--- config.mk ---
export PLATFORM = sky130hd
export DESIGN_NAME = button_click_classifier_top
export DESIGN_NICKNAME = d
export VERILOG_FILES = /design/src/rtl/bcc_pkg.sv /design/src/rtl/button_click_classifier_top.sv /design/src/rtl/bcc_cfg_regs.sv /design/src/rtl/bcc_core.sv
export SDC_FILE = /design/constraint.sdc
export NUM_CORES = 1
export LEC_CHECK = 0
export BUFFER_PORTS_ARGS = -buffer_cell sky130_fd_sc_hd__buf_2
export CAP_MARGIN = 20
export CORE_MARGIN = 4
export CORE_UTILIZATION = 38
export CTS_BUF_LIST = sky130_fd_sc_hd__clkbuf_8
export CTS_CLUSTER_SIZE = 20
export DETAILED_ROUTE_END_ITERATION = 16
export RECOVER_POWER = 25
export SYNTH_ARGS = -nofsm -noshare
export SYNTH_HDL_FRONTEND = slang
export SYNTH_SLANG_ARGS = --single-unit
--- constraint.sdc ---
create_clock -name aclk -period 10 [get_ports aclk]
set_clock_uncertainty 0.05 [all_clocks]
set_input_delay 2 -clock aclk [delete_from_list [all_inputs] [get_ports aclk]]
set_output_delay 2 -clock aclk [all_outputs]
set_load 0.02 [all_outputs]
--- src/rtl/bcc_pkg.sv ---
// ----------------------------------------------------------------------------
// bcc_pkg
// Shared types and constants for the button click classifier.
// ----------------------------------------------------------------------------
`default_nettype none

package bcc_pkg;

    // tick counter width; fixed at the width of the tick_now field
    localparam int TICK_BITS  = 32;
    localparam int CFG_BITS   = 32;
    localparam int CFG_ADDR_W = 2;
    localparam int KIND_BITS  = 2;
    localparam int TALLY_BITS = 4;

    // stream widths, padded to whole bytes
    localparam int S_DATA_BITS = ((TICK_BITS + 1 + 7) / 8) * 8;
    localparam int M_DATA_BITS = ((KIND_BITS + TICK_BITS + 7) / 8) * 8;

    localparam logic signed [TALLY_BITS-1:0] TALLY_MAX  = 4'sd7;
    localparam logic signed [TALLY_BITS-1:0] TALLY_LONG = -4'sd1;

    typedef enum logic [CFG_ADDR_W-1:0] {
        REG_HOLD_OFF   = 2'd0,
        REG_LONG_PRESS = 2'd1,
        REG_COMMIT     = 2'd2,
        REG_DISCARD    = 2'd3
    } cfg_addr_t;

    typedef enum logic [KIND_BITS-1:0] {
        KIND_NONE   = 2'd0,
        KIND_SINGLE = 2'd1,
        KIND_DOUBLE = 2'd2,
        KIND_LONG   = 2'd3
    } click_kind_t;

    typedef struct packed {
        logic [CFG_BITS-1:0] hold_off_ticks;
        logic [CFG_BITS-1:0] long_press_ticks;
        logic [CFG_BITS-1:0] commit_ticks;
        logic [CFG_BITS-1:0] discard_ticks;
    } cfg_t;

    typedef struct packed {
        logic                 button_down;
        logic [TICK_BITS-1:0] tick_now;
    } sample_t;

    typedef struct packed {
        logic [TICK_BITS-1:0] ticks_since_action;
        click_kind_t          click_kind;
    } result_t;

    typedef struct packed {
        logic                         pressed;
        logic signed [TALLY_BITS-1:0] tally;
    } core_status_t;

endpackage

`default_nettype wire

--- src/rtl/button_click_classifier_top.sv ---
// ----------------------------------------------------------------------------
// button_click_classifier_top
// Debounced button sampler that reports single, double and long presses.
// ----------------------------------------------------------------------------
// Usage:
//   s_ channel: one sample per request, tdata = {button_down, tick_now}.
//   m_ channel: one result per sample, tdata = {ticks_since_action, click_kind}.
//   cfg_ port: write hold-off, long-press, commit and discard thresholds
//   (indexes 0..3) while no sample is in flight; values apply at once.
//   Path: an accepted sample is captured in the input register; its result
//   is then captured in the result register once the output side is not
//   stalled. Throughput: one sample per cycle unless the output stalls,
//   set by the single debounce/classify pass between the two registers.
//   Reset (aresetn low, synchronous) empties both registers, clears the
//   button state and click tally and restores the default thresholds.
//   When m_tready is low the result holds; the input register still takes
//   one more sample, after which s_tready drops until the output drains.
// ----------------------------------------------------------------------------
`default_nettype none

module button_click_classifier_top (
    input  wire logic                            aclk,
    input  wire logic                            aresetn,
    // tdata: tick_now[31:0], button_down[32], zero pad
    input  wire logic [bcc_pkg::S_DATA_BITS-1:0] s_tdata,
    input  wire logic                            s_tvalid,
    output      logic                            s_tready,
    // tdata: click_kind[1:0], ticks_since_action[33:2], zero pad
    output      logic [bcc_pkg::M_DATA_BITS-1:0] m_tdata,
    output      logic                            m_tvalid,
    input  wire logic                            m_tready,
    input  wire logic                            cfg_wr_en,
    input  wire logic [bcc_pkg::CFG_ADDR_W-1:0]  cfg_addr,
    input  wire logic [bcc_pkg::CFG_BITS-1:0]    cfg_wr_data
);

    bcc_pkg::cfg_t         cfg;
    bcc_pkg::result_t      result;
    bcc_pkg::core_status_t status;

    bcc_pkg::sample_t sample_reg, sample_next;
    logic             in_valid_reg, in_valid_next;
    bcc_pkg::result_t out_reg, out_next;
    logic             out_valid_reg, out_valid_next;
    logic             out_free;
    logic             advance;
    logic             s_take;

    bcc_cfg_regs u_cfg (
        .aclk        (aclk),
        .aresetn     (aresetn),
        .cfg_wr_en   (cfg_wr_en),
        .cfg_addr    (cfg_addr),
        .cfg_wr_data (cfg_wr_data),
        .cfg         (cfg)
    );

    bcc_core u_core (
        .aclk    (aclk),
        .aresetn (aresetn),
        .cfg     (cfg),
        .sample  (sample_reg),
        .advance (advance),
        .result  (result),
        .status  (status)
    );

    always_comb begin
        out_free = !out_valid_reg || m_tready;
        advance  = in_valid_reg && out_free;
        s_tready = !in_valid_reg || advance;
        s_take   = s_tvalid && s_tready;

        sample_next   = sample_reg;
        in_valid_next = in_valid_reg;
        if (s_take) begin
            sample_next.tick_now    = s_tdata[bcc_pkg::TICK_BITS-1:0];
            sample_next.button_down = s_tdata[bcc_pkg::TICK_BITS];
            in_valid_next           = 1'b1;
        end else if (advance) begin
            in_valid_next = 1'b0;
        end

        out_next       = out_reg;
        out_valid_next = out_valid_reg;
        if (advance) begin
            out_next       = result;
            out_valid_next = 1'b1;
        end else if (m_tready) begin
            out_valid_next = 1'b0;
        end
    end

    always_ff @(posedge aclk) begin
        if (!aresetn) begin
            in_valid_reg  <= 1'b0;
            out_valid_reg <= 1'b0;
        end else begin
            in_valid_reg  <= in_valid_next;
            out_valid_reg <= out_valid_next;
        end
    end

    always_ff @(posedge aclk) begin
        sample_reg <= sample_next;
        out_reg    <= out_next;
    end

    assign m_tvalid = out_valid_reg;
    assign m_tdata  = {{(bcc_pkg::M_DATA_BITS - bcc_pkg::KIND_BITS - bcc_pkg::TICK_BITS){1'b0}},
                       out_reg.ticks_since_action, out_reg.click_kind};

    // a moved sample always shows up as a result
    assert property (@(posedge aclk) disable iff (!aresetn)
        advance |=> m_tvalid)
        else $error("result lost after core advance");

    // never overwrite a held sample while the output is stalled
    assert property (@(posedge aclk) disable iff (!aresetn)
        (in_valid_reg && m_tvalid && !m_tready) |-> !s_tready)
        else $error("input accepted over a stalled sample");

    // tally never falls below the long-press marker
    assert property (@(posedge aclk) disable iff (!aresetn)
        status.tally >= bcc_pkg::TALLY_LONG)
        else $error("click tally out of range");

    // a long-press marker only survives while the button stays down
    assert property (@(posedge aclk) disable iff (!aresetn)
        (status.tally == bcc_pkg::TALLY_LONG) |-> status.pressed)
        else $error("long-press marker with button released");

endmodule

`default_nettype wire

--- src/rtl/bcc_cfg_regs.sv ---
// ----------------------------------------------------------------------------
// bcc_cfg_regs
// Timing threshold registers, written through a plain write port.
// ----------------------------------------------------------------------------
`default_nettype none

module bcc_cfg_regs (
    input  wire logic                           aclk,
    input  wire logic                           aresetn,
    input  wire logic                           cfg_wr_en,
    input  wire logic [bcc_pkg::CFG_ADDR_W-1:0] cfg_addr,
    input  wire logic [bcc_pkg::CFG_BITS-1:0]   cfg_wr_data,
    output bcc_pkg::cfg_t                       cfg
);

    bcc_pkg::cfg_t cfg_reg;
    bcc_pkg::cfg_t cfg_next;

    always_comb begin
        cfg_next = cfg_reg;
        if (cfg_wr_en) begin
            case (bcc_pkg::cfg_addr_t'(cfg_addr))
                bcc_pkg::REG_HOLD_OFF:   cfg_next.hold_off_ticks   = cfg_wr_data;
                bcc_pkg::REG_LONG_PRESS: cfg_next.long_press_ticks = cfg_wr_data;
                bcc_pkg::REG_COMMIT:     cfg_next.commit_ticks     = cfg_wr_data;
                bcc_pkg::REG_DISCARD:    cfg_next.discard_ticks    = cfg_wr_data;
                default:                 cfg_next = cfg_reg;
            endcase
        end
    end

    always_ff @(posedge aclk) begin
        if (!aresetn) begin
            cfg_reg.hold_off_ticks   <= 32'd50;
            cfg_reg.long_press_ticks <= 32'd1000;
            cfg_reg.commit_ticks     <= 32'd300;
            cfg_reg.discard_ticks    <= 32'd1000;
        end else begin
            cfg_reg <= cfg_next;
        end
    end

    assign cfg = cfg_reg;

endmodule

`default_nettype wire

--- src/rtl/bcc_core.sv ---
// ----------------------------------------------------------------------------
// bcc_core
// Debounce and classify state; computes one result per sample.
// ----------------------------------------------------------------------------
`default_nettype none

module bcc_core (
    input  wire logic              aclk,
    input  wire logic              aresetn,
    input  wire bcc_pkg::cfg_t     cfg,
    input  wire bcc_pkg::sample_t  sample,
    input  wire logic              advance,
    output bcc_pkg::result_t       result,
    output bcc_pkg::core_status_t  status
);

    logic                                  pressed_reg, pressed_next;
    logic [bcc_pkg::TICK_BITS-1:0]         press_tick_reg, press_tick_next;
    logic [bcc_pkg::TICK_BITS-1:0]         release_tick_reg, release_tick_next;
    logic signed [bcc_pkg::TALLY_BITS-1:0] tally_reg, tally_next;

    logic                                  gate_open;
    logic                                  press_acc;
    logic                                  release_acc;
    logic [bcc_pkg::TICK_BITS-1:0]         diff_release;
    logic [bcc_pkg::TICK_BITS-1:0]         diff_press;
    logic [bcc_pkg::TICK_BITS-1:0]         since_release;
    logic [bcc_pkg::TICK_BITS-1:0]         since_press;
    logic [bcc_pkg::TICK_BITS-1:0]         later_tick;
    logic signed [bcc_pkg::TALLY_BITS-1:0] tally_deb;
    bcc_pkg::click_kind_t                  kind;

    always_comb begin
        diff_release = sample.tick_now - release_tick_reg;
        diff_press   = sample.tick_now - press_tick_reg;
        gate_open    = diff_release > cfg.hold_off_ticks;
        press_acc    = gate_open && sample.button_down && !pressed_reg;
        release_acc  = gate_open && !sample.button_down && pressed_reg;

        // debounce
        pressed_next      = pressed_reg;
        press_tick_next   = press_tick_reg;
        release_tick_next = release_tick_reg;
        tally_deb         = tally_reg;
        if (press_acc) begin
            pressed_next    = 1'b1;
            press_tick_next = sample.tick_now;
        end else if (release_acc) begin
            pressed_next      = 1'b0;
            release_tick_next = sample.tick_now;
            if (tally_reg < bcc_pkg::TALLY_MAX) begin
                tally_deb = tally_reg + 4'sd1;
            end
        end

        since_release = release_acc ? '0 : diff_release;
        since_press   = press_acc ? '0 : diff_press;

        // classify
        kind       = bcc_pkg::KIND_NONE;
        tally_next = tally_deb;
        if (tally_deb == 4'sd0 && pressed_next && since_press > cfg.long_press_ticks) begin
            tally_next = bcc_pkg::TALLY_LONG;
            kind       = bcc_pkg::KIND_LONG;
        end else if (since_release > cfg.commit_ticks && !pressed_next) begin
            if (tally_deb == 4'sd1) begin
                tally_next = 4'sd0;
                kind       = bcc_pkg::KIND_SINGLE;
            end else if (tally_deb == 4'sd2) begin
                tally_next = 4'sd0;
                kind       = bcc_pkg::KIND_DOUBLE;
            end else if (since_release > cfg.discard_ticks) begin
                tally_next = 4'sd0;
            end
        end

        // raw compare picks the later action, no wrap correction
        later_tick = (press_tick_next > release_tick_next) ? press_tick_next
                                                           : release_tick_next;
        result.click_kind         = kind;
        result.ticks_since_action = sample.tick_now - later_tick;
    end

    always_ff @(posedge aclk) begin
        if (!aresetn) begin
            pressed_reg      <= 1'b0;
            press_tick_reg   <= '0;
            release_tick_reg <= '0;
            tally_reg        <= '0;
        end else if (advance) begin
            pressed_reg      <= pressed_next;
            press_tick_reg   <= press_tick_next;
            release_tick_reg <= release_tick_next;
            tally_reg        <= tally_next;
        end
    end

    assign status.pressed = pressed_reg;
    assign status.tally   = tally_reg;

endmodule

`default_nettype wire
==> results of run 1 <==
==> report_power, final <==
group	total (mW)	internal (mW)	leakage, nW	switching (mW)
registers	1.26	1.21	2.27	0.0436
clock network	1.02	0.523	0.531	0.498
logic	2.21	1.08	8.35	1.13
total	4.49	2.81	11.2	1.68
==> kinds of logic after synthesis <==
family          Yosys count
flops                   266
xor+xnor                 84
other cells               1
fa+ha+maj               256
simple gates            711
compound gates          623
buf+inv                 345
mux                      67
==> path summary, 6_finish.rpt <==
kind | from | end
max | sample_reg[0] | m_tdata[32]
min | u_cfg.cfg[13] | u_cfg.cfg[13]
max reg2reg | sample_reg[0] | m_tdata[32]
min reg2reg | u_cfg.cfg[13] | u_cfg.cfg[13]
==> timing repair <==
| item | in CTS | in global routing |
|---|---|---|
| buffers inserted | 21 | 20 |
| gates resized for setup | 64 | 101 |
| hold buffers | 0 | 0 |
| endpoints found under the setup margin | 25 | 27 |
| cloned | 2 | 1 |
| pin swaps | 48 | 61 |
==> placed cells by master (no fill, tap or decap), drive strengths merged, types with 36 or more instances in the layout <==
cell type and count:
o21ai 77, a21oi 156, a21boi 116, dfxtp 199, buf 423, mux2i 36, xnor2 49, ha 253
nand4 44, nor2 131, nand2 378, o211a 65, clkbuf 58, inv 269, edfxtp 67, a21o 72
==> synth_stat cells (all sizes together), types with 8 or more instances <==
master	n
nand2	378
ha	253
inv	253
dfxtp	199
a21oi	156
nor2	131
a21boi	116
o21ai	77
a21o	72
edfxtp	67
o211a	65
clkbuf	59
xnor2	49
nand4	44
mux2i	36
xor2	35
and2	33
buf	33
mux2	31
o211ai	26
nand3	25
nor3	23
o21a	22
nand2b	18
nor2b	18
and3	14
o21bai	14
a211oi	13
a31oi	13
or3	10
o31ai	8
==> stage by stage <==
stage	setup WS [ns]	util [%]
floorplan	0.0129	-
global placement	-0.975	45.1
detailed placement	-1.09	45.1
CTS	-0.789	47.9
global route	-0.859	49.3
finish	-0.464	49.3
==> cell type report <==
class | count | area (µm²) | share of cell area, %
diodes | 1 | 2.50 | 0.0101
clock buffers | 54 | 743 | 2.99
clock inverters | 37 | 188 | 0.755
inverters | 253 | 952 | 3.83
multi-input cells | 1747 | 13000 | 52.1
flip-flops and latches | 266 | 6000 | 24.1
well taps | 672 | 841 | 3.38
repair buffers | 428 | 3180 | 12.8
==> worst max-delay path: cells and delay by family, from the launching register on <==
kind	cells	cell delay [ns]
AND/OR/NAND/NOR	12	2.06
adder cells (fa/ha/maj)	6	1.63
XOR/XNOR	2	0.18
AO/OA/AOI/OAI	23	4.83
buffers and inverters	9	1.02
flip-flops	1	0.43
==> layer usage <==
metal | track usage, % | part of all wire (%) | up-vias
met5 | 0 | 0 | -
met4 | 6.70 | 2.7 | 0
met3 | 2.93 | 3.6 | 96
met2 | 36.1 | 50 | 318
met1 | 24.8 | 43 | 8453
li1 | - | - | 8987
==> flow_summary.json, run 1 <==
{
  "status": "finished with violations",
  "violations": "max-capacitance violations, max-slew violations, negative setup slack",
  "area_delta_synth_final_pct": 27.6,
  "synthSimpleGateAreaFrac_pct": 16.1,
  "die_area_mm2": 0.0550,
  "hold_viol_final": 0,
  "ir_drop_v": 0.0000816,
  "synth_top_area_share_pct": 20.4,
  "h-tree-depth": 2,
  "synth_compound_area_share_pct": 22.3,
  "die_w_um": 234,
  "final-setup-viol-count": 18,
  "max-cap-violations": 2,
  "cp_max_fo": 6,
  "ios": 121,
  "clk_pin_slew_ns": 0.06,
  "power_leakage_nw": 11.2,
  "fin_tns_setup_ns": -6.00,
  "startpoint_type": "flop",
  "ys_seq_area_share_pct": 30.8,
  "num_rows": 82,
  "largest_reg_flops": 128,
  "critPathSlowestCell": "or4_4",
  "synthAdderAreaFrac_pct": 16.5,
  "gr-total-overflow": 0,
  "slew_headroom_pct": -168,
  "drc": 0,
  "instances_no_fill": 3458,
  "clock-sinks": 266,
  "r2r_cells": 52,
  "vias": 17854,
  "cts_root_buf": "clkbuf_8",
  "nets": 3081,
  "critPathCaptureType": "flop",
  "antenna_found_initial": 0,
  "grt_pass1_wl_mm": 89.4,
  "routed_wirelength_mm": 57.8,
  "grt_max_degree": 116,
  "fin_total_pwr_mw": 4.49,
  "place_area_mm2": 0.0228,
  "synth_edf_count": 67,
  "min_path_cells": 2,
  "first_global_vias": 17609,
  "async_reset_ff_share_pct": 0,
  "dp.cells": 3325,
  "hold_class": "reg -> reg",
  "slowest_delay_ns": 0.49,
  "syn_inst": 2353,
  "rsz0062_at_grt": "true",
  "ys_ff_latch": 266,
  "synth_mux_area_share_pct": 3.64,
  "final_cell_area_mm2": 0.0249,
  "synth_warnings": 0,
  "portBuffers": 107,
  "synthFlopType": "dfxtp_1",
  "cts_made_buffers": 50,
  "setup_slack_ns": -0.464,
  "cp.required_ns": 10.32,
  "fin_crit_ns": 10.46,
  "start_util_pct": 38.6,
  "synth.largest_area_cell": "dfxtp_1",
  "coreArea_mm2": 0.0505,
  "holdWs_ns": 0.416,
  "synthDistinctLibCells": 73,
  "fmax_mhz": 95.6,
  "synth_top_cells_by_area": "dfxtp_1 20%, ha_1 16%, edfxtp_1 10%, nand2_1 7.3%, inv_1 4.9%",
  "hpwl_mm": 43.1,
  "post_drt_wl_per_cell_um": 16.7,
  "synth_area_mm2": 0.0195,
  "ant_nets": 0,
  "powerDensity_mw_per_mm2": 180,
  "avgSynthCellArea_um2": 8.28,
  "viasPerCell": 5.16,
  "grtUsageTotal_pct": 20.2,
  "min_period_over_period_pct": 105,
  "gp_congestion": 0.895,
  "nFillCells": 4912,
  "worst_pin_slew_ns": 4.02,
  "tritoncts": "yes",
  "maxSlewViolCount": 120,
  "clock_path_buffers": 3,
  "synth_xor_area_share_pct": 3.77,
  "crit_type": "reg -> reg",
  "clkLatencyLatePin_ns": 0.63,
  "synth_top_family_by_area": "compound AO/OA/AOI/OAI gates",
  "drt_first_iter_violations": 951,
  "first_pass_iters": 5,
  "drive_above_1_share_pct": 23.5,
  "die_h_um": 234,
  "crit_top_cell": "a21oi_2",
  "r2r_setup_slack_ns": -0.46,
  "arrival_ns": 10.79
}
Power figures use the tool's default switching activity.
==> run 2: changes to the inputs <==
--- a/config.mk
+++ b/config.mk
@@ -12,7 +12,6 @@
 export CTS_BUF_LIST = sky130_fd_sc_hd__clkbuf_8
 export CTS_CLUSTER_SIZE = 20
 export DETAILED_ROUTE_END_ITERATION = 16
-export RECOVER_POWER = 25
 export SYNTH_ARGS = -nofsm -noshare
 export SYNTH_HDL_FRONTEND = slang
 export SYNTH_SLANG_ARGS = --single-unit
==> run 2 against run 1 <==
Net effect: utilization barely moved; critical endpoint unchanged; global-route usage is the same; power about the same; wire length hardly changed; fmax about the same; sequential share of layout area hardly changed; clock power hardly changed; worst hold slack improved by 0.00074 ns; cell area hardly changed; count of clock-buffer cells in the layout did not move; non-clock buffer count is the same; die area unchanged; the run ends with negative setup slack left.
==> flow_summary.json, run 2 (synthesis results as in run 1) <==
{
  "swShare_pct": 37.3,
  "min_period_over_period_pct": 105,
  "busiest_layer": "met2",
  "nets": 3081,
  "tritoncts": "yes",
  "post_drt_wl_per_cell_um": 16.7,
  "violations": "negative setup slack",
  "crit_top_cell": "a21oi_2",
  "hpwl_mm": 43.1,
  "clockPowerShare_pct": 22.8,
  "cp_max_fo": 6,
  "use_met2_pct": 36.1,
  "powerDensity_mw_per_mm2": 180,
  "setup_slack_ns": -0.463,
  "fmax_mhz": 95.6,
  "hold_class": "reg -> reg",
  "met3_usage_pct": 2.93,
  "critical_path_buf_inv_count": 9,
  "portBuffers": 107,
  "cts_root_buf": "clkbuf_8",
  "startpoint_type": "flop",
  "status": "finished with violations",
  "cts_made_buffers": 50,
  "area_delta_synth_final_pct": 27.7,
  "antenna_found_initial": 0,
  "rsz0062_at_grt": "true",
  "seq_power_share_pct": 28.0,
  "worst_pin_slew_ns": 1.12,
  "maxSlewViolCount": 0,
  "ant_nets": 0,
  "clk_pin_slew_ns": 0.06,
  "hold_buffers": 0,
  "gp_congestion": 0.895,
  "coreArea_mm2": 0.0505,
  "ios": 121,
  "clock_path_buffers": 3,
  "grt_use_met1_pct": 24.8,
  "slowest_delay_ns": 0.49,
  "min_path_cells": 2,
  "slew_headroom_pct": 25.3,
  "crit_family": "compound AO/OA/AOI/OAI gates",
  "drt_first_iter_violations": 977,
  "final-setup-viol-count": 18,
  "vias": 17870,
  "grt_pass1_wl_mm": 89.4,
  "clkLatencyLatePin_ns": 0.63,
  "crit_type": "reg -> reg",
  "max-cap-violations": 0,
  "largest_reg_flops": 128,
  "combPwrFrac_pct": 49.2,
  "cp.required_ns": 10.32,
  "gr-total-overflow": 0,
  "grt_max_degree": 116,
  "h-tree-depth": 2,
  "clock-sinks": 266,
  "dp.cells": 3325,
  "fin_total_pwr_mw": 4.48,
  "place_area_mm2": 0.0228,
  "routed_wirelength_mm": 57.7,
  "cp.depth": 52,
  "internal-power_mw": 2.81,
  "instances_no_fill": 3458,
  "ir_drop_v": 0.0000816,
  "r2r_cells": 52,
  "num_rows": 82,
  "power_leakage_nw": 11.2,
  "start_util_pct": 38.6,
  "die_area_mm2": 0.0550,
  "final_cell_area_mm2": 0.0249,
  "first_global_vias": 17609,
  "arrival_ns": 10.79,
  "viasPerCell": 5.17,
  "final_cell_mix": "373 x nand2_1, 294 x buf_4, 261 x inv_1",
  "drc": 0,
  "critPathSlowestCell": "or4_4",
  "final_common_cell": "nand2_1",
  "die_h_um": 234,
  "p_switching_mw": 1.67,
  "die_w_um": 234,
  "preCtsSetupSlack_ns": -1.09,
  "grtUsageTotal_pct": 20.2,
  "hold_viol_final": 0,
  "critPathCaptureType": "flop",
  "first_pass_iters": 5,
  "drive_above_1_share_pct": 23.6,
  "fin_crit_ns": 10.46
}
-- run 2: power groups by stage --
stage | clock network [mW] | logic, mW | registers [mW]
CTS | 1.06 | 2.03 | 1.26
global route | 1.11 | 2.43 | 1.26
finish | 1.02 | 2.21 | 1.26
global placement | 0 | 1.87 | 1.28
floorplan | 0 | 1.18 | 1.31
detailed placement | 0 | 1.91 | 1.28
-- run 2: path summary, 6_finish.rpt --
path	from	slack, ns	end
setup / recovery	sample_reg[0]	-0.46	m_tdata[32]
hold / removal	u_cfg.cfg[118]	0.42	u_cfg.cfg[118]
setup reg to reg	sample_reg[0]	-0.46	m_tdata[32]
hold reg to reg	u_cfg.cfg[118]	0.42	u_cfg.cfg[118]
-- run 2: area by class of cell --
class / instances / area, µm²
antenna: 1 / 2.50
clock buffer: 54 / 743
clock inverter: 37 / 188
fill: 4909 / 25600
inverter: 253 / 952
multi-input combinational: 1747 / 13000
sequential: 266 / 6000
tap: 672 / 841
timing repair buffer: 428 / 3190
-- run 2: layer usage --
layer | vias up | share of wire (%)
met5 | - | 0
met4 | 0 | 2.8
met3 | 96 | 3.7
met2 | 348 | 50
met1 | 8436 | 43
li1 | 8990 | -
-- run 2: repair_timing --
item	4_1_cts	5_1_grt
cloned	2	1
setup buffers	21	20
pin swaps	48	61
gates resized for setup	64	101
endpoints found under the setup margin	25	27
-- run 2: through the flow --
| step | utilization (%) | TNS, ns | hold WS (ns) |
|---|---|---|---|
| final | 49.3 | -5.90 | 0.417 |
| after global placement | 45.1 | -13.24 | 0.404 |
| after detailed placement | 45.1 | -17.08 | 0.410 |
| after floorplan | - | 0 | 0.393 |
| after CTS | 47.9 | -10.57 | 0.418 |
| after global routing | 49.3 | -13.47 | 0.436 |
-- run 2: worst reg2reg max path, delay by kind of cell (launching register included) --
kind	cells	cell delay, ns
AO/OA/AOI/OAI	23	4.84
XOR/XNOR	2	0.18
adder cells (fa/ha/maj)	6	1.65
buffers and inverters	9	1.04
flip-flops	1	0.43
AND/OR/NAND/NOR	12	2.08
